[src/sv/blg_pkg.sv]
// Shared constants and types for the battery level gauge.
package blg_pkg;

	localparam int ADC_BITS_DEF = 12;
	localparam int VOLT_W = 10;
	localparam int LEVEL_W = 2;
	localparam int COUNT_W = 4;
	localparam int CFG_DATA_W = 10;
	localparam int CFG_IDX_W = 2;

	// Full scale of the converter corresponds to 6.00 V, that is 600 units of 10 mV.
	localparam int VOLT_SCALE = 600;

	localparam logic [COUNT_W-1:0] COUNT_MAX = '1;

	localparam logic [LEVEL_W-1:0] LEVEL_FULL = 2'd3;
	localparam logic [LEVEL_W-1:0] LEVEL_HIGH = 2'd2;
	localparam logic [LEVEL_W-1:0] LEVEL_LOW = 2'd1;
	localparam logic [LEVEL_W-1:0] LEVEL_EMPTY = 2'd0;

	// Thresholds for the stopped-motor level choice, in 10 mV.
	localparam logic [VOLT_W-1:0] STOP_L3_UP = 10'd390;
	localparam logic [VOLT_W-1:0] STOP_L3_HOLD = 10'd385;
	localparam logic [VOLT_W-1:0] STOP_L2_UP = 10'd370;
	localparam logic [VOLT_W-1:0] STOP_L2_HOLD = 10'd360;
	localparam logic [VOLT_W-1:0] STOP_L1_UP = 10'd355;
	localparam logic [VOLT_W-1:0] STOP_L1_HOLD = 10'd350;

	// Step-down thresholds while the motor runs, in 10 mV.
	localparam logic [VOLT_W-1:0] RUN_DOWN_3 = 10'd380;
	localparam logic [VOLT_W-1:0] RUN_DOWN_2 = 10'd355;
	localparam logic [VOLT_W-1:0] RUN_DOWN_1 = 10'd345;

	localparam logic [COUNT_W-1:0] DEBOUNCE_RESET = 4'd4;
	localparam logic [VOLT_W-1:0] LOW_STOP_RESET = 10'd340;
	localparam logic [VOLT_W-1:0] LOW_RUN_RESET = 10'd335;

	typedef enum logic [CFG_IDX_W-1:0] {
		CFG_DEBOUNCE = 2'd0,
		CFG_LOW_STOP = 2'd1,
		CFG_LOW_RUN  = 2'd2
	} cfg_idx_t;

	typedef struct packed {
		logic [LEVEL_W-1:0] committed;
		logic [LEVEL_W-1:0] candidate;
		logic [LEVEL_W-1:0] prev_candidate;
		logic [COUNT_W-1:0] repeat_cnt;
		logic               low_power;
		logic               warning;
	} gauge_state_t;

endpackage

[src/sv/blg_in_if.sv]
// Sample channel: converter reading and motor state with valid/ready.
interface blg_in_if #(
	parameter int ADC_BITS = blg_pkg::ADC_BITS_DEF
);
	logic                valid;
	logic                ready;
	logic [ADC_BITS-1:0] adc_sample;
	logic                motor_running;

	modport source (output valid, output adc_sample, output motor_running, input ready);
	modport sink (input valid, input adc_sample, input motor_running, output ready);
endinterface

[src/sv/blg_out_if.sv]
// Result channel: gauge level, flags and scaled voltage with valid/ready.
interface blg_out_if;
	logic                         valid;
	logic                         ready;
	logic [blg_pkg::LEVEL_W-1:0]  battery_level;
	logic                         low_power;
	logic                         low_warning;
	logic [blg_pkg::VOLT_W-1:0]   battery_voltage;

	modport source (output valid, output battery_level, output low_power,
		output low_warning, output battery_voltage, input ready);
	modport sink (input valid, input battery_level, input low_power,
		input low_warning, input battery_voltage, output ready);
endinterface

[src/sv/blg_scale.sv]
// Converts a raw converter reading to 10 mV units: floor(sample * 600 / full scale).
module blg_scale #(
	parameter int ADC_BITS = blg_pkg::ADC_BITS_DEF
) (
	input  logic [ADC_BITS-1:0]        adc_sample,
	output logic [blg_pkg::VOLT_W-1:0] battery_voltage
);
	localparam int VW = blg_pkg::VOLT_W;
	localparam longint unsigned FULL = (64'd1 << ADC_BITS) - 64'd1;
	localparam int SHIFT = ADC_BITS + VW;
	localparam longint unsigned RECIP =
		(64'(blg_pkg::VOLT_SCALE) << SHIFT) / FULL;
	localparam int RW = $clog2(RECIP + 64'd1);
	localparam int PW = ADC_BITS + RW;
	localparam int SW = ADC_BITS + VW;

	logic [PW-1:0] prod;
	logic [VW-1:0] q_est;
	logic [SW-1:0] scaled;
	logic [SW-1:0] back;
	logic [SW-1:0] rem;

	// The truncated reciprocal leaves the estimate at most one below the true
	// quotient; the remainder check adds that one back.
	always_comb begin
		prod = PW'(adc_sample) * PW'(RECIP);
		q_est = VW'(prod >> SHIFT);
		scaled = SW'(adc_sample) * SW'(blg_pkg::VOLT_SCALE);
		back = (SW'(q_est) << ADC_BITS) - SW'(q_est);
		rem = scaled - back;
		battery_voltage = q_est + VW'(rem >= SW'(FULL));
	end
endmodule

[src/sv/blg_track.sv]
// Next-state logic of the gauge: low-power test, candidate choice and debounce.
module blg_track (
	input  blg_pkg::gauge_state_t        cur,
	input  logic [blg_pkg::VOLT_W-1:0]   voltage,
	input  logic                         running,
	input  logic [blg_pkg::COUNT_W-1:0]  debounce_limit,
	input  logic [blg_pkg::VOLT_W-1:0]   low_stop_threshold,
	input  logic [blg_pkg::VOLT_W-1:0]   low_run_threshold,
	output blg_pkg::gauge_state_t        nxt
);
	logic [blg_pkg::VOLT_W-1:0]  thr;
	logic [blg_pkg::LEVEL_W-1:0] stop_pick;
	logic [blg_pkg::LEVEL_W-1:0] cand;

	always_comb begin
		if (voltage > blg_pkg::STOP_L3_UP ||
			(cur.committed == blg_pkg::LEVEL_FULL && voltage > blg_pkg::STOP_L3_HOLD)) begin
			stop_pick = blg_pkg::LEVEL_FULL;
		end else if (voltage > blg_pkg::STOP_L2_UP ||
			(cur.committed > blg_pkg::LEVEL_LOW && voltage > blg_pkg::STOP_L2_HOLD)) begin
			stop_pick = blg_pkg::LEVEL_HIGH;
		end else if (voltage > blg_pkg::STOP_L1_UP ||
			(cur.committed > blg_pkg::LEVEL_EMPTY && voltage > blg_pkg::STOP_L1_HOLD)) begin
			stop_pick = blg_pkg::LEVEL_LOW;
		end else begin
			stop_pick = blg_pkg::LEVEL_EMPTY;
		end
	end

	always_comb begin
		nxt = cur;
		thr = running ? low_run_threshold : low_stop_threshold;

		// The set test looks at the level committed before this sample.
		if (cur.committed == blg_pkg::LEVEL_EMPTY && !cur.low_power && voltage < thr) begin
			nxt.low_power = 1'b1;
		end

		// While running, the candidate only steps down, and otherwise holds.
		cand = cur.candidate;
		if (!running) begin
			cand = stop_pick;
		end else if (cur.committed == blg_pkg::LEVEL_FULL && voltage < blg_pkg::RUN_DOWN_3) begin
			cand = blg_pkg::LEVEL_HIGH;
		end else if (cur.committed == blg_pkg::LEVEL_HIGH && voltage <= blg_pkg::RUN_DOWN_2) begin
			cand = blg_pkg::LEVEL_LOW;
		end else if (cur.committed == blg_pkg::LEVEL_LOW && voltage <= blg_pkg::RUN_DOWN_1) begin
			cand = blg_pkg::LEVEL_EMPTY;
		end
		nxt.candidate = cand;

		if (cur.prev_candidate != cand) begin
			nxt.prev_candidate = cand;
			nxt.repeat_cnt = '0;
		end else if (cur.repeat_cnt > debounce_limit) begin
			nxt.repeat_cnt = '0;
			nxt.committed = cand;
			if (cand != blg_pkg::LEVEL_EMPTY) begin
				nxt.low_power = 1'b0;
			end
			nxt.warning = (cand == blg_pkg::LEVEL_EMPTY);
		end else if (cur.repeat_cnt != blg_pkg::COUNT_MAX) begin
			nxt.repeat_cnt = cur.repeat_cnt + 1'b1;
		end
	end
endmodule

[src/sv/battery_level_gauge_top.sv]
// Battery level gauge: scaled voltage, debounced level with hysteresis and low-power flags.
// Each sample beat passes an input register and a result register, so a result is offered once
// its sample has left the input register, and one sample is accepted every cycle when the result
// side keeps up. The whole update (scale multiply, level choice, debounce) sits in the single
// stage between those registers, with the gauge state written as each result is registered.
// Configuration writes go to three registers: debounce limit, stopped and running low-power
// thresholds, and should be made while no sample is in flight.
module battery_level_gauge_top #(
	parameter int ADC_BITS = blg_pkg::ADC_BITS_DEF
) (
	input  logic                               clk,
	input  logic                               arst_n,
	blg_in_if.sink                             samples,
	blg_out_if.source                          levels,
	input  logic                               cfg_we,
	input  logic [blg_pkg::CFG_IDX_W-1:0]      cfg_index,
	input  logic [blg_pkg::CFG_DATA_W-1:0]     cfg_data
);
	logic                            valid_s1;
	logic [ADC_BITS-1:0]             adc_s1;
	logic                            run_s1;
	logic                            out_valid_q;
	logic                            advance;
	logic [blg_pkg::VOLT_W-1:0]      voltage;
	blg_pkg::gauge_state_t           state_q;
	blg_pkg::gauge_state_t           state_next;
	logic [blg_pkg::COUNT_W-1:0]     debounce_q;
	logic [blg_pkg::VOLT_W-1:0]      low_stop_q;
	logic [blg_pkg::VOLT_W-1:0]      low_run_q;
	logic [blg_pkg::LEVEL_W-1:0]     level_q;
	logic                            low_power_q;
	logic                            warning_q;
	logic [blg_pkg::VOLT_W-1:0]      voltage_q;

	assign advance = valid_s1 && (!out_valid_q || levels.ready);
	assign samples.ready = !valid_s1 || advance;

	blg_scale #(.ADC_BITS(ADC_BITS)) u_scale (
		.adc_sample      (adc_s1),
		.battery_voltage (voltage)
	);

	blg_track u_track (
		.cur                (state_q),
		.voltage            (voltage),
		.running            (run_s1),
		.debounce_limit     (debounce_q),
		.low_stop_threshold (low_stop_q),
		.low_run_threshold  (low_run_q),
		.nxt                (state_next)
	);

	always_ff @(posedge clk or negedge arst_n) begin
		if (!arst_n) begin
			valid_s1 <= 1'b0;
			out_valid_q <= 1'b0;
			state_q <= '{committed: blg_pkg::LEVEL_FULL, candidate: blg_pkg::LEVEL_FULL,
				prev_candidate: blg_pkg::LEVEL_FULL, repeat_cnt: '0,
				low_power: 1'b0, warning: 1'b0};
			debounce_q <= blg_pkg::DEBOUNCE_RESET;
			low_stop_q <= blg_pkg::LOW_STOP_RESET;
			low_run_q <= blg_pkg::LOW_RUN_RESET;
		end else begin
			if (samples.ready) begin
				valid_s1 <= samples.valid;
			end
			if (advance) begin
				out_valid_q <= 1'b1;
				state_q <= state_next;
			end else if (levels.ready) begin
				out_valid_q <= 1'b0;
			end
			if (cfg_we) begin
				case (cfg_index)
					blg_pkg::CFG_DEBOUNCE: debounce_q <= cfg_data[blg_pkg::COUNT_W-1:0];
					blg_pkg::CFG_LOW_STOP: low_stop_q <= cfg_data[blg_pkg::VOLT_W-1:0];
					blg_pkg::CFG_LOW_RUN: low_run_q <= cfg_data[blg_pkg::VOLT_W-1:0];
					default: begin
					end
				endcase
			end
		end
	end

	// Payload registers load only with their beat and need no reset.
	always_ff @(posedge clk) begin
		if (samples.valid && samples.ready) begin
			adc_s1 <= samples.adc_sample;
			run_s1 <= samples.motor_running;
		end
		if (advance) begin
			level_q <= state_next.committed;
			low_power_q <= state_next.low_power;
			warning_q <= state_next.warning;
			voltage_q <= voltage;
		end
	end

	assign levels.valid = out_valid_q;
	assign levels.battery_level = level_q;
	assign levels.low_power = low_power_q;
	assign levels.low_warning = warning_q;
	assign levels.battery_voltage = voltage_q;
endmodule

[src/flat_wrapper.sv]
// flat-port wrapper written by rule: the top's interface ports become plain ports
module battery_level_gauge_top_flat 
#(
	parameter int ADC_BITS = blg_pkg::ADC_BITS_DEF
)
  (clk, arst_n, cfg_we, cfg_index, cfg_data, samples_valid, samples_adc_sample, samples_motor_running, samples_ready, levels_valid, levels_battery_level, levels_low_power, levels_low_warning, levels_battery_voltage, levels_ready);
  blg_in_if #(.ADC_BITS(ADC_BITS)) samples_i ();
  blg_out_if levels_i ();
  input  logic clk;
  input  logic arst_n;
  input  logic cfg_we;
  input  logic [blg_pkg::CFG_IDX_W-1:0] cfg_index;
  input  logic [blg_pkg::CFG_DATA_W-1:0] cfg_data;
  input wire logic [$bits(samples_i.valid)-1:0] samples_valid;
  input wire logic [$bits(samples_i.adc_sample)-1:0] samples_adc_sample;
  input wire logic [$bits(samples_i.motor_running)-1:0] samples_motor_running;
  output wire logic [$bits(samples_i.ready)-1:0] samples_ready;
  output wire logic [$bits(levels_i.valid)-1:0] levels_valid;
  output wire logic [$bits(levels_i.battery_level)-1:0] levels_battery_level;
  output wire logic [$bits(levels_i.low_power)-1:0] levels_low_power;
  output wire logic [$bits(levels_i.low_warning)-1:0] levels_low_warning;
  output wire logic [$bits(levels_i.battery_voltage)-1:0] levels_battery_voltage;
  input wire logic [$bits(levels_i.ready)-1:0] levels_ready;
  assign samples_i.valid = samples_valid;
  assign samples_i.adc_sample = samples_adc_sample;
  assign samples_i.motor_running = samples_motor_running;
  assign samples_ready = samples_i.ready;
  assign levels_valid = levels_i.valid;
  assign levels_battery_level = levels_i.battery_level;
  assign levels_low_power = levels_i.low_power;
  assign levels_low_warning = levels_i.low_warning;
  assign levels_battery_voltage = levels_i.battery_voltage;
  assign levels_i.ready = levels_ready;
  battery_level_gauge_top #(.ADC_BITS(ADC_BITS)) u_core (.clk(clk), .arst_n(arst_n), .samples(samples_i), .levels(levels_i), .cfg_we(cfg_we), .cfg_index(cfg_index), .cfg_data(cfg_data));
endmodule
[config.mk]
export PLATFORM = sky130hd
export DESIGN_NAME = battery_level_gauge_top_flat
export DESIGN_NICKNAME = d
export VERILOG_FILES = /design/src/sv/blg_pkg.sv /design/src/sv/blg_in_if.sv /design/src/sv/blg_out_if.sv /design/src/sv/blg_scale.sv /design/src/sv/blg_track.sv /design/src/sv/battery_level_gauge_top.sv /design/src/flat_wrapper.sv
export SDC_FILE = /design/constraint.sdc
export NUM_CORES = 1
export LEC_CHECK = 0
export ABC_AREA = 1
export BUFFER_PORTS_ARGS = -buffer_cell sky130_fd_sc_hd__buf_2
export CORE_ASPECT_RATIO = 0.7
export CORE_MARGIN = 2
export CORE_UTILIZATION = 50
export DETAILED_ROUTE_END_ITERATION = 7
export GPL_TIMING_DRIVEN = 0
export HOLD_SLACK_MARGIN = 0.08
export PLACE_DENSITY = 0.67
export SLEW_MARGIN = 15
export SYNTH_ARGS = -nofsm -noshare
export SYNTH_HDL_FRONTEND = slang
export SYNTH_SLANG_ARGS = --single-unit
[constraint.sdc]
create_clock -name clk -period 11.65 [get_ports clk]
set_clock_uncertainty 0.05 [all_clocks]
set_input_delay 2.33 -clock clk [delete_from_list [all_inputs] [get_ports clk]]
set_output_delay 2.33 -clock clk [all_outputs]
set_load 0.01 [all_outputs]
After elaboration in Yosys (flattened, before gate mapping)

Cells that the tools add are included.

Reduce and logical (&&, ||, !) cells: 29
Equal/unequal tests: 7
Magnitude comparators: 14
$add $sub $neg: 4
Mux-type cells: 19
$mul: 2

Operator list:

| cell                                                                             | number |
|---|---|
| 10-bit by 9-bit greater-than comparator with 1-bit output, second input constant | 6 |
| 12-bit by 19-bit multiplier with 31-bit output, second input constant            | 1 |
| 22-bit by 12-bit >= comparator with 1-bit output, second input constant          | 1 |
| 22-bit by 10-bit subtractor with 22-bit output                                   | 1 |
| 22-bit subtractor                                                                | 1 |
| 10-bit by 9-bit <= comparator with 1-bit output, second input constant           | 2 |
| 2-bit 2-to-1 mux                                                                 | 10 |
| 12-bit by 7-bit multiplier with 19-bit output, second input constant             | 1 |
| 4-bit 2-to-1 mux                                                                 | 3 |
| 10-bit by 1-bit adder with 10-bit output                                         | 1 |
| 1-bit logical AND                                                                | 10 |
| 10-bit < comparator                                                              | 1 |
| 10-bit by 9-bit < comparator with 1-bit output, second input constant            | 1 |
| 10-bit 2-to-1 mux                                                                | 1 |
| 2-bit AND reduction                                                              | 5 |
| 2-bit == test, second input constant                                             | 3 |
| 2-bit logical NOT                                                                | 3 |
| 1-bit logical OR                                                                 | 5 |
| 1-bit 2-to-1 mux                                                                 | 5 |
| 4-bit by 1-bit adder with 4-bit output, second input constant                    | 1 |
| 2-bit by 1-bit == test with 1-bit output, second input constant                  | 2 |
| 2-bit by 1-bit greater-than comparator with 1-bit output, second input constant  | 2 |
| 4-bit greater-than comparator                                                    | 1 |
| 4-bit inequality test, second input constant                                     | 1 |
| 4 further kinds                                                                  | 7 |

Bits in registers: 65
Output and inout port bits: 16

Logic depth before layout (Yosys ltp)

Gate-level depths: netlist (run 1).

Word-level depth: 16
Depth in mapped cells: 65

Modules after synthesis

A second synthesis (run 1) with hierarchy kept.

Cells, all modules: 1304
Area, all modules: 9452.8 um^2

Modules (own cells, without submodules):

| module                  | seq. area each (um^2) | area each (um^2) | cells an instance | instances |
|---|---|---|---|---|
| blg_scale               | 0.0                   | 5863.1           | 877               | 1 |
| battery_level_gauge_top | 1783.0                | 2402.3           | 198               | 1 |
| blg_track               | 0.0                   | 1187.4           | 229               | 1 |

Worst setup path before layout (run 1)

No wires, ideal clock.

Path kind: register to register
From: register u_core.adc_s1[10]
To: register u_core.low_power_q (netlist: u_core.levels.low_power), data pin
Stages on the path, launching flop included: 56
Slack: 3.297 ns
Data arrival time: 8.048 ns
Buffers on the path: 0
Cells stage by stage: edfxtp_1 -> ha_1 -> inv_1 -> fa_1 -> inv_1 -> fa_1 -> inv_1 -> fa_1 -> inv_1 -> ha_1 -> ha_1 -> nand2_1 -> inv_1 -> nand2_2 -> inv_2 -> nand2_1 -> nand2_1 -> nor2_2 -> (+20 left out) -> nor2_1 -> o211ai_1 -> ha_1 -> nand2_1 -> inv_1 -> nand3_1 -> nand2_1 -> inv_1 -> ha_1 -> nand2_1 -> nor2_1 -> a211oi_1 -> o21ai_0 -> a21oi_1 -> o21ai_0 -> o221ai_1 -> a31o_2 -> and2_1

RTL lines:

| item                   | RTL line                      | text |
|---|---|---|
| start, declared        | battery_level_gauge_top.sv:20 | `logic [ADC_BITS-1:0] adc_s1;` |
| start signal, assigned | battery_level_gauge_top.sv:88 | `adc_s1 <= samples.adc_sample;` |
| end signal, assigned   | battery_level_gauge_top.sv:93 | `low_power_q <= state_next.low_power;` |
| end, declared          | battery_level_gauge_top.sv:31 | `logic low_power_q;` |

==> run summary, run 1 <==
STA
-----------------------------------------------------------------------------------------
Hold Violations, Final                                                                  0
Clock period minus final worst setup slack                                       10.14 ns
Worst-Margin Slew                                                               0.8713 ns
Setup TNS                                                                            0 ns
Highest achievable clock rate                                                   98.61 MHz
Slew Limit Fails                                                                        0
Fraction of the cycle the final worst path needs                                   0.8705
Unrepaired setup endpoints after global routing                                     false
Worst slew slack as a fraction of its limit                                        0.4192
Final setup violating endpoints                                                         0

WORST SETUP PATH
-----------------------------------------------------------------------------------------
Cell depth of the worst flop-to-flop path                                              54
Worst flop-to-flop path startpoint                                           u_core.adc_s1[10]
Top fanout value on the critical path                                                   8
Classification of the worst setup path                                            reg2reg
Largest incremental delay on the critical path                                    0.62 ns
Flop-to-flop setup slack                                                          1.51 ns
Capture point of the worst reg-to-reg path                                   u_core.levels.low_power
Critical path startpoint category                                                    flop
Cell type of the slowest stage on the worst timing path                          edfxtp_1
Critical path origin                                                         u_core.adc_s1[10]
Capturing instance or port of the critical path                              u_core.levels.low_power
Cell seen most often among critical-path stages                                   nand2_1
Critical Path End Type                                                               flop
Required time worst endpoint                                                     11.70 ns
Worst endpoint data arrival time                                                 10.19 ns

GLOBAL ROUTE
-----------------------------------------------------------------------------------------
Overall track demand over capacity in global routing                               0.2426
First-pass GRT wire length                                                       38530 um
Antenna violations before repair                                                        0
Met3 Usage GRT                                                                    0.03888
Vias in the first global route                                                       7720
Top Usage Layer GRT                                                                  met1
Global route overflow                                                                   0
Maximum number of pins on one net before global-route repair                           39
Global routing met1 resource utilization                                           0.3956
Global Route met2 Usage                                                            0.3305

SYNTHESIS
-----------------------------------------------------------------------------------------
Yosys Warn Count                                                                        0
Proportion of register bits with asynchronous set or reset after synthesis         0.5846
Gate Count Post-Synth                                                                1298
Area of the mapped netlist                                                      9450 um^2
Portion of the post-synthesis area used by sequential elements                     0.1887
Netlist cell types                                                                     51
Register bit count reported by yosys                                                   65
Number of synthesized flops with an enable pin                                         27
Flip-flop cell with the highest count after synthesis                            edfxtp_1
Synthesized Nets                                                                     1532
Mapped Avg Cell Area                                                           7.281 um^2

CLOCKING
-----------------------------------------------------------------------------------------
Maximum clock insertion buffer count                                                    2
Clk pin slew, worst setup/hold paths                                              0.06 ns
Clock tree from TritonCTS                                                            done
TritonCTS Buffers                                                                       9
Resized cells post-CTS                                                                  0
Post-CTS Setup Inserts                                                                  0
CTS hold repair buffers                                                                 0
Clock latency at the later pin of the worst-skew pair                             0.35 ns
Sinks on Clock Net                                                                     65
Clock root cell                                                                 clkbuf_16
H-tree depth                                                                            3

MIN PATH
-----------------------------------------------------------------------------------------
Worst min-delay path category                                                     reg2reg

DRT
-----------------------------------------------------------------------------------------
Post-route antenna net violation count                                                  0
Via count                                                                            8282
Detailed-route vias per instance                                                    5.173
Iteration-0 DRC Markers                                                               555
DRC violations left                                                                     0
Final WL                                                                         22780 um
Average wire per standard cell                                                   14.23 um
Total iterations of the first detailed-routing run                                      5

CELLS AND AREA
-----------------------------------------------------------------------------------------
Final antenna diode count                                                               0
Final nets                                                                           1588
Total area of multi-input combinational cells                                   6625 um^2
Proportion of layout cells with a drive suffix above 1                             0.1155
Reg area                                                                        1783 um^2
Fillcell total                                                                       1805
Area growth from synthesis to layout                                               8.433%

DIE
-----------------------------------------------------------------------------------------
Vertical extent of the die                                                       119.0 um
Initial core utilization                                                           0.5051
Area inside the core boundary                                                  18710 um^2
Die extent in x                                                                  168.3 um
Area of the die                                                                20030 um^2
Row count                                                                              42
Number of I/O pins                                                                     46

PLACEMENT
-----------------------------------------------------------------------------------------
Total of buffers placed on input and output ports                                      45
Global placement routability congestion                                            0.9217
Final HPWL from detailed placement                                               19270 um

JOB
-----------------------------------------------------------------------------------------
Maximum Capacitance Violations                                                          0

RUN STATUS
-----------------------------------------------------------------------------------------
Status                                                                       finished clean

-- layer usage --
metal / share of wire / up-vias
met4: 0.013 / 0
met5: 0 / -
met1: 0.55 / 3795
met3: 0.066 / 27
met2: 0.37 / 203
li1: - / 4257
-- Yosys cell counts, types with 6 or more instances --
cell type,instances,area share
fa_1,41,0.087
inv_2,8,0.0032
ha_1,163,0.22
edfxtp_1,27,0.086
nand2_2,29,0.019
a21oi_1,56,0.030
xnor2_1,12,0.011
nand2_1,330,0.13
nor2_2,11,0.0073
nor3_1,8,0.0042
dfrtp_1,21,0.056
nand4_1,22,0.015
nand3_2,7,0.0074
o21ai_0,45,0.024
inv_1,259,0.10
mux2i_1,9,0.0095
dfstp_2,17,0.047
nor2_1,80,0.032
nand2_4,6,0.0071
xor2_1,26,0.024
nand3_1,58,0.031
-- cell families (layout without fill, tap and decap cells) --
family	after synthesis	after routing	synth area share
buffers and inverters	276	337	0.1103
adder cells (fa/ha/maj)	204	204	0.3027
flip-flops	65	65	0.1887
multiplexers	9	9	0.009533
AO/OA/AOI/OAI	132	132	0.07825
AND/OR/NAND/NOR	572	572	0.2719
XOR/XNOR	40	40	0.03866
-- worst min path at each step --
stage	start	endpoint	slack, ns	cells after the start
final	u_core.state_q[8]	u_core.state_q[8]	0.42	2
after global routing	u_core.low_run_q[1]	u_core.low_run_q[1]	0.46	2
after CTS	u_core.state_q[8]	u_core.state_q[8]	0.42	2
after detailed placement	u_core.state_q[8]	u_core.state_q[8]	0.41	2
after global placement	u_core.state_q[8]	u_core.state_q[8]	0.41	2
after floorplan	u_core.state_q[8]	u_core.state_q[8]	0.40	2
-- through the flow --
| step | hold WS (ns) | worst slack (ns) | util | instance area, um^2 | instances |
|---|---|---|---|---|---|
| 6_report | 0.4209 | 1.509 | 0.5478 | 10250 | 1601 |
| 5_1_grt | 0.4551 | 0.6979 | 0.5478 | 10250 | 1601 |
| 4_1_cts | 0.4194 | 1.724 | 0.5478 | 10250 | 1601 |
| 3_5_place_dp | 0.4130 | 1.787 | 0.5334 | 9978 | 1585 |
| 3_3_place_gp | 0.4084 | 1.849 | 0.5334 | 9978 | 1585 |
| 2_1_floorplan | 0.3981 | 3.297 | - | 9450 | 1298 |
-- sequential cells by signal (all words and copies together), names as in the netlist --
| signal | cells |
|---|---|
| u_core.levels.valid | 1 |
| u_core.adc_s1 | 12 |
| u_core.state_q | 12 |
| u_core.levels.low_warning | 1 |
| u_core.levels.battery_level | 2 |
| u_core.levels.battery_voltage | 10 |
| u_core.low_stop_q | 10 |
| u_core.levels.low_power | 1 |
| u_core.low_run_q | 10 |
| u_core.debounce_q | 4 |
| u_core.valid_s1 | 1 |
| u_core.run_s1 | 1 |
-- cell usage in the layout, fill, tap and decap left out, types with 21 or more instances in the layout --
master / n
edfxtp_1: 27
buf_2: 46
nand2_2: 29
nand2_1: 330
xor2_1: 26
nor2_1: 80
dfrtp_1: 21
nand4_1: 22
inv_1: 259
nand3_1: 58
a21oi_1: 56
ha_1: 163
o21ai_0: 45
fa_1: 41
-- area by class of cell --
| class | instances | area share |
|---|---|---|
| Multi-Input combinational cell | 957 | 0.6465 |
| Sequential cell | 65 | 0.1740 |
| Inverter | 270 | 0.09939 |
| Tap cell | 242 | 0.02955 |
| Clock buffer | 10 | 0.02234 |
| Timing Repair Buffer | 45 | 0.02198 |
| Clock inverter | 6 | 0.003907 |
| Buffer | 6 | 0.002320 |
-- critical path: cells and delay by family, from the launching register on --
| kind | cells | cell delay (ns) |
|---|---|---|
| flip-flops | 1 | 0.62 |
| AND/OR/NAND/NOR | 28 | 3.34 |
| buffers and inverters | 9 | 0.62 |
| XOR/XNOR | 2 | 0.56 |
| adder cells (fa/ha/maj) | 8 | 3.21 |
| AO/OA/AOI/OAI | 7 | 1.47 |
Power of run 1 is not shown: default switching activity piles up to over one toggle a cycle in this logic, so the estimate is an artifact.
==> run 2, diff against run 1 <==
Settings changed: PLACE_DENSITY 0.67 to 0.7.
Clock period 11.65 ns to 8.2 ns, I/O delays scaled along.
==> run 2 against run 1 <==
Effect of this change:
- the run now ends with setup timing left
- wire length grew 15%
- clock-buffer cell count unchanged
- hold slack worse by 0.0035 ns
- sequential cell count unchanged
- cell area up 13%
- largest cell class unchanged
- worst setup slack worse by 2.0 ns
- final cell count grew 5.2%
- global-route usage grew 2.1 points
- via count is 8.0% higher
- register-to-register slack got worse by 2.0 ns
- core utilization grew 7.2 points
==> run summary, run 2 (synthesis results as in run 1) <==
CELLS AND AREA
---------------------------------------------------------------------------
Proportion of layout cells with a drive suffix above 1               0.2469   +0.1314
Most common cell after layout, fill and taps aside                  nand2_1
Regs by FF count                                               u_core.adc_s1: 12 flops, u_core.state_q: 12 flops
Layout Utilization                                                   0.6194   +0.07170
Area growth from synthesis to layout                                 22.63%
Final std cell area, no fill                                     11590 um^2   +13%
Final antenna diode count                                                 0   unchanged
Final nets                                                             1671   +5.2%
Most frequent cells in the layout                              nand2_1, inv_1, ha_1

RUN STATUS
---------------------------------------------------------------------------
Status                                                         finished, violations left
Violated checks                                                setup timing

CLOCKING
---------------------------------------------------------------------------
Clk pin slew, worst setup/hold paths                                0.06 ns   about the same
Clock root cell                                                   clkbuf_16
Maximum clock insertion buffer count                                      2   unchanged
TritonCTS Buffers                                                         9   unchanged
H-tree depth                                                              3   unchanged
CTS hold repair buffers                                                   0   unchanged
Clock tree from TritonCTS                                              done
Clock latency at the later pin of the worst-skew pair               0.35 ns   about the same
Sinks on Clock Net                                                       65   unchanged

DIE
---------------------------------------------------------------------------
Die extent in x                                                    168.3 um   unchanged
Area inside the core boundary                                    18710 um^2   unchanged
Row count                                                                42   unchanged
Area of the die                                                  20030 um^2   unchanged
Number of I/O pins                                                       46   unchanged
Initial core utilization                                             0.5051   unchanged
Vertical extent of the die                                         119.0 um   unchanged

STA
---------------------------------------------------------------------------
Worst slew slack as a fraction of its limit                          0.4161   -0.003072
Unrepaired setup endpoints after global routing                        true
Fraction of the cycle the final worst path needs                      1.066   +0.1955
Worst Setup Slack, final                                         -0.5409 ns   -2.050 ns
Clock period minus final worst setup slack                         8.741 ns   -1.400 ns
Worst-Margin Slew                                                 0.8759 ns   +0.004607 ns
Final setup violating endpoints                                          14   +14
Highest achievable clock rate                                     114.4 MHz   +16%
Hold Violations, Final                                                    0   unchanged
Slew Limit Fails                                                          0   unchanged
Final-layout worst hold slack                                     0.4174 ns   -0.003459 ns

GLOBAL ROUTE
---------------------------------------------------------------------------
Maximum number of pins on one net before global-route repair             39   unchanged
Overall track demand over capacity in global routing                 0.2631   +0.02051
Global route overflow                                                     0   unchanged
Antenna violations before repair                                          0   unchanged
Vias in the first global route                                         8604   +11%
First-pass GRT wire length                                         42220 um   +9.6%

DRT
---------------------------------------------------------------------------
Iteration-0 DRC Markers                                                 645   +16%
Average wire per standard cell                                     15.55 um   +9.3%
DRC violations left                                                       0   unchanged
Total iterations of the first detailed-routing run                        5   unchanged
Detailed-route vias per instance                                      5.312   +2.7%
Post-route antenna net violation count                                    0   unchanged
Final WL                                                           26190 um   +15%
Via count                                                              8946   +8.0%

WORST SETUP PATH
---------------------------------------------------------------------------
Cell depth of the worst flop-to-flop path                                57   +5.6%
Top fanout value on the critical path                                     5   -3
Cell seen most often among critical-path stages                       buf_4
Worst flop-to-flop path startpoint                             u_core.adc_s1[5]
Critical Path End Type                                                 flop
Critical path's top delay family                               simple AND/OR/NAND/NOR gates
Classification of the worst setup path                              reg2reg
Cell type of the slowest stage on the worst timing path                fa_1
Required time worst endpoint                                        8.25 ns   -3.45 ns
Buffers and inverters on the worst path                                  17   +8
Capture point of the worst reg-to-reg path                     u_core.levels.low_power
Worst endpoint data arrival time                                    8.80 ns   -1.39 ns
Critical path startpoint category                                      flop
Flop-to-flop setup slack                                           -0.54 ns   -2.05 ns
Largest incremental delay on the critical path                      0.54 ns   -0.08 ns

PLACEMENT
---------------------------------------------------------------------------
Final HPWL from detailed placement                                 19370 um   +0.51%
Total of buffers placed on input and output ports                        45   unchanged
Post-DP Area                                                      9996 um^2   +0.18%
Global placement routability congestion                              0.8949   -2.9%
Post-Place Setup Slack                                            -1.167 ns   -2.954 ns

MIN PATH
---------------------------------------------------------------------------
Number of stages on the worst hold path                                   2   unchanged
Hold Path Sink                                                 u_core.state_q[9]
Worst min-delay path category                                       reg2reg
Worst Min Path Start                                           u_core.state_q[9]

JOB
---------------------------------------------------------------------------
Maximum Capacitance Violations                                            0   unchanged

run 2: timing repair:
action                     4_1_cts  5_1_grt
setup endpoints to repair       16       16
buffers inserted                64       19
pin swaps                       67       39
resized for setup              105       56
gates cloned                     0        0
run 2: worst min-delay path: stages, from the launching register on:
cell     delay, ns
dfstp_2       0.37
nand2_1       0.05
nand2_1       0.05
run 2: layer usage:
metal	vias to the layer above	track usage	routed length (um)
met1	4203	0.4072	13110
met3	38	0.04453	1904
met4	0	0.04418	331
met2	300	0.3871	10840
met5	-	0	0
li1	4405	-	-
run 2: through the flow:
| step | setup TNS (ns) | cells |
|---|---|---|
| after floorplan | 0 | 1298 |
| after global placement | -13.87 | 1585 |
| after CTS | -2.427 | 1665 |
| after global routing | -12.20 | 1684 |
| final | -6.095 | 1684 |
| after detailed placement | -14.99 | 1585 |
run 2: worst max-delay path by stage:
stage | start | to | slack [ns] | cells after the start
floorplan | u_core.adc_s1[10] | u_core.levels.low_power | 0.06 | 62
global placement | u_core.adc_s1[10] | u_core.levels.low_power | -1.11 | 58
detailed placement | u_core.adc_s1[10] | u_core.levels.low_power | -1.17 | 58
CTS | u_core.adc_s1[11] | u_core.levels.low_power | -0.29 | 55
global route | u_core.adc_s1[10] | u_core.levels.low_power | -0.95 | 56
finish | u_core.adc_s1[5] | u_core.levels.low_power | -0.54 | 57
run 2: final cells by class:
cell class | instances | area (um^2)
Multi-Input combinational cell | 957 | 7308
Fill cell | 1623 | 7119
Sequential cell | 65 | 1783
Inverter | 270 | 1023
Timing Repair Buffer | 128 | 868.3
Tap cell | 242 | 302.8
Clock buffer | 10 | 239.0
Clock inverter | 6 | 40.04
Buffer | 6 | 23.77
Power of run 2 is left out for the same reason.
==> run 3, diff against run 2 <==
Settings changed: MAX_ROUTING_LAYER set to met4.
==> run 3 against run 2 <==
Effect of this change:
- the run still ends with setup timing left
- clock-buffer cell count did not move
- register-to-register slack improved by 0.098 ns
- sequential share of layout area fell by 0.74 points
- critical endpoint is now u_core.levels.low_warning
==> run summary, run 3 (synthesis results as in run 1) <==
RUN STATUS
---------------------------------------------------------------------------
Status                                                         finished, violations left
Violated checks                                                setup timing

CLOCKING
---------------------------------------------------------------------------
Clk pin slew, worst setup/hold paths                                0.06 ns   about the same
Maximum clock insertion buffer count                                      2   unchanged
H-tree depth                                                              3   unchanged
Sinks on Clock Net                                                       65   unchanged
Clock tree from TritonCTS                                              done
CTS hold repair buffers                                                   0   unchanged
Clock latency at the later pin of the worst-skew pair               0.35 ns   about the same
Clock root cell                                                   clkbuf_16
TritonCTS Buffers                                                         9   unchanged

DRT
---------------------------------------------------------------------------
Detailed-route vias per instance                                      5.355   +0.81%
Iteration-0 DRC Markers                                                 640   -0.78%
Total iterations of the first detailed-routing run                        5   unchanged
DRC violations left                                                       0   unchanged
Post-route antenna net violation count                                    0   unchanged
Average wire per standard cell                                     15.90 um   +2.2%
Final WL                                                           27100 um   +3.5%
Via count                                                              9131   +2.1%

STA
---------------------------------------------------------------------------
Slew Limit Fails                                                          0   unchanged
Hold Violations, Final                                                    0   unchanged
Worst Setup Slack, final                                         -0.4432 ns   +0.09769 ns
Worst slew slack as a fraction of its limit                          0.4274   +0.01129
Final setup violating endpoints                                          14   unchanged
Setup TNS                                                         -5.045 ns   +1.050 ns
Worst-Margin Slew                                                 0.8589 ns   -0.01693 ns
Fraction of the cycle the final worst path needs                      1.054   -0.01191
Highest achievable clock rate                                     115.7 MHz   +1.1%
Clock period minus final worst setup slack                         8.643 ns   -0.09769 ns
Unrepaired setup endpoints after global routing                        true

DIE
---------------------------------------------------------------------------
Initial core utilization                                             0.5051   unchanged
Number of I/O pins                                                       46   unchanged
Area inside the core boundary                                    18710 um^2   unchanged
Area of the die                                                  20030 um^2   unchanged
Vertical extent of the die                                         119.0 um   unchanged
Die extent in x                                                    168.3 um   unchanged
Row count                                                                42   unchanged

WORST SETUP PATH
---------------------------------------------------------------------------
Flop-to-flop setup slack                                           -0.44 ns   +0.10 ns
Cell depth of the worst flop-to-flop path                                51   -11%
Top fanout value on the critical path                                     7   +2
Cell type of the slowest stage on the worst timing path                fa_1
Worst flop-to-flop path startpoint                             u_core.adc_s1[4]
Largest incremental delay on the critical path                      0.55 ns   about the same
Critical path startpoint category                                      flop
Required time worst endpoint                                        8.25 ns   about the same
Critical Path End Type                                                 flop
Classification of the worst setup path                              reg2reg
Worst endpoint data arrival time                                    8.69 ns   -0.11 ns
Cell seen most often among critical-path stages                       buf_4
Capture point of the worst reg-to-reg path                     u_core.levels.low_warning

GLOBAL ROUTE
---------------------------------------------------------------------------
Antenna violations before repair                                          0   unchanged
Vias in the first global route                                         8716   +1.3%
First-pass GRT wire length                                         42290 um   +0.16%
Maximum number of pins on one net before global-route repair             39   unchanged
Global route overflow                                                     0   unchanged
Overall track demand over capacity in global routing                 0.2734   +0.01026

MIN PATH
---------------------------------------------------------------------------
Worst min-delay path category                                       reg2reg
Worst Min Path Start                                           u_core.low_run_q[9]
Hold Path Sink                                                 u_core.low_run_q[9]
Number of stages on the worst hold path                                   2   unchanged

PLACEMENT
---------------------------------------------------------------------------
Global placement routability congestion                              0.9333   +4.3%
Total of buffers placed on input and output ports                        45   unchanged
Final HPWL from detailed placement                                 19350 um   about the same
Post-DP Area                                                      9996 um^2   unchanged

CELLS AND AREA
---------------------------------------------------------------------------
Final antenna diode count                                                 0   unchanged
Regs by FF count                                               u_core.adc_s1: 12 flops, u_core.state_q: 12 flops
Most frequent cells in the layout                              nand2_1, inv_1, ha_1
Final nets                                                             1692   +1.3%
Final std cell area, no fill                                     12180 um^2   +5.1%
Most common cell after layout, fill and taps aside                  nand2_1
Proportion of layout cells with a drive suffix above 1               0.2994   +0.05251
Area growth from synthesis to layout                                 28.86%

JOB
---------------------------------------------------------------------------
Maximum Capacitance Violations                                            0   unchanged

[run 3: changes by cell type in the layout (fill, tap and decap cells not counted), sizes merged]
| cell | before | now |
|---|---|---|
| buf | 129 | 150 |
| bufinv | 0 | 1 |
| clkinvlp | 0 | 2 |
| inv | 272 | 269 |
[run 3: metrics by stage]
| stage | setup WS (ns) | util | hold slack [ns] | instances |
|---|---|---|---|---|
| 2_1_floorplan | 0.06083 | - | 0.3981 | 1298 |
| 3_3_place_gp | -1.195 | 0.5343 | 0.4086 | 1585 |
| 3_5_place_dp | -1.321 | 0.5343 | 0.4183 | 1585 |
| 4_1_cts | -0.1837 | 0.6124 | 0.4281 | 1677 |
| 5_1_grt | -0.8492 | 0.6510 | 0.4570 | 1705 |
| 6_report | -0.4432 | 0.6510 | 0.4357 | 1705 |
[run 3: routing by layer]
metal	part of all wire	global-route usage	routed length [um]
met5	0	-	0
met4	0.019	0.07759	527
met3	0.070	0.04154	1891
met2	0.43	0.3966	11560
met1	0.48	0.3955	13130
[run 3: timing repair]
| item | in CTS | in global routing |
|---|---|---|
| setup buffers | 76 | 28 |
| pin swaps | 78 | 65 |
| gates resized for setup | 133 | 116 |
| endpoints found under the setup margin | 16 | 16 |
[run 3: how the worst max path moves through the flow]
stage                       from  cells after the start  slack [ns]                   endpoint
2_1_floorplan  u_core.adc_s1[10]                     62        0.06    u_core.levels.low_power
5_1_grt        u_core.adc_s1[10]                     65       -0.85          u_core.state_q[0]
6_report        u_core.adc_s1[4]                     51       -0.44  u_core.levels.low_warning
3_5_place_dp   u_core.adc_s1[10]                     55       -1.32    u_core.levels.low_power
3_3_place_gp   u_core.adc_s1[10]                     55       -1.19    u_core.levels.low_power
4_1_cts        u_core.adc_s1[10]                     48       -0.18    u_core.levels.low_power
[run 3: cell type report]
class                      instances  area [um^2]
buffer                             6        23.77
clock buffer                      10        229.0
clock inverter                     6        58.81
fill                            1545         6530
inverter                         270         1030
multi-input combinational        957         7680
sequential                        65         1783
tap                              242        302.8
timing repair buffer             149         1071
[run 3: worst max-delay path, delay by kind of cell, from the launching register on]
| family | cells | cell delay, ns |
|---|---|---|
| XOR/XNOR | 3 | 0.52 |
| AO/OA/AOI/OAI | 3 | 0.55 |
| buffers and inverters | 18 | 2.12 |
| AND/OR/NAND/NOR | 20 | 2.12 |
| flip-flops | 1 | 0.45 |
| adder cells (fa/ha/maj) | 7 | 2.57 |
Power of run 3 is left out for the same reason.
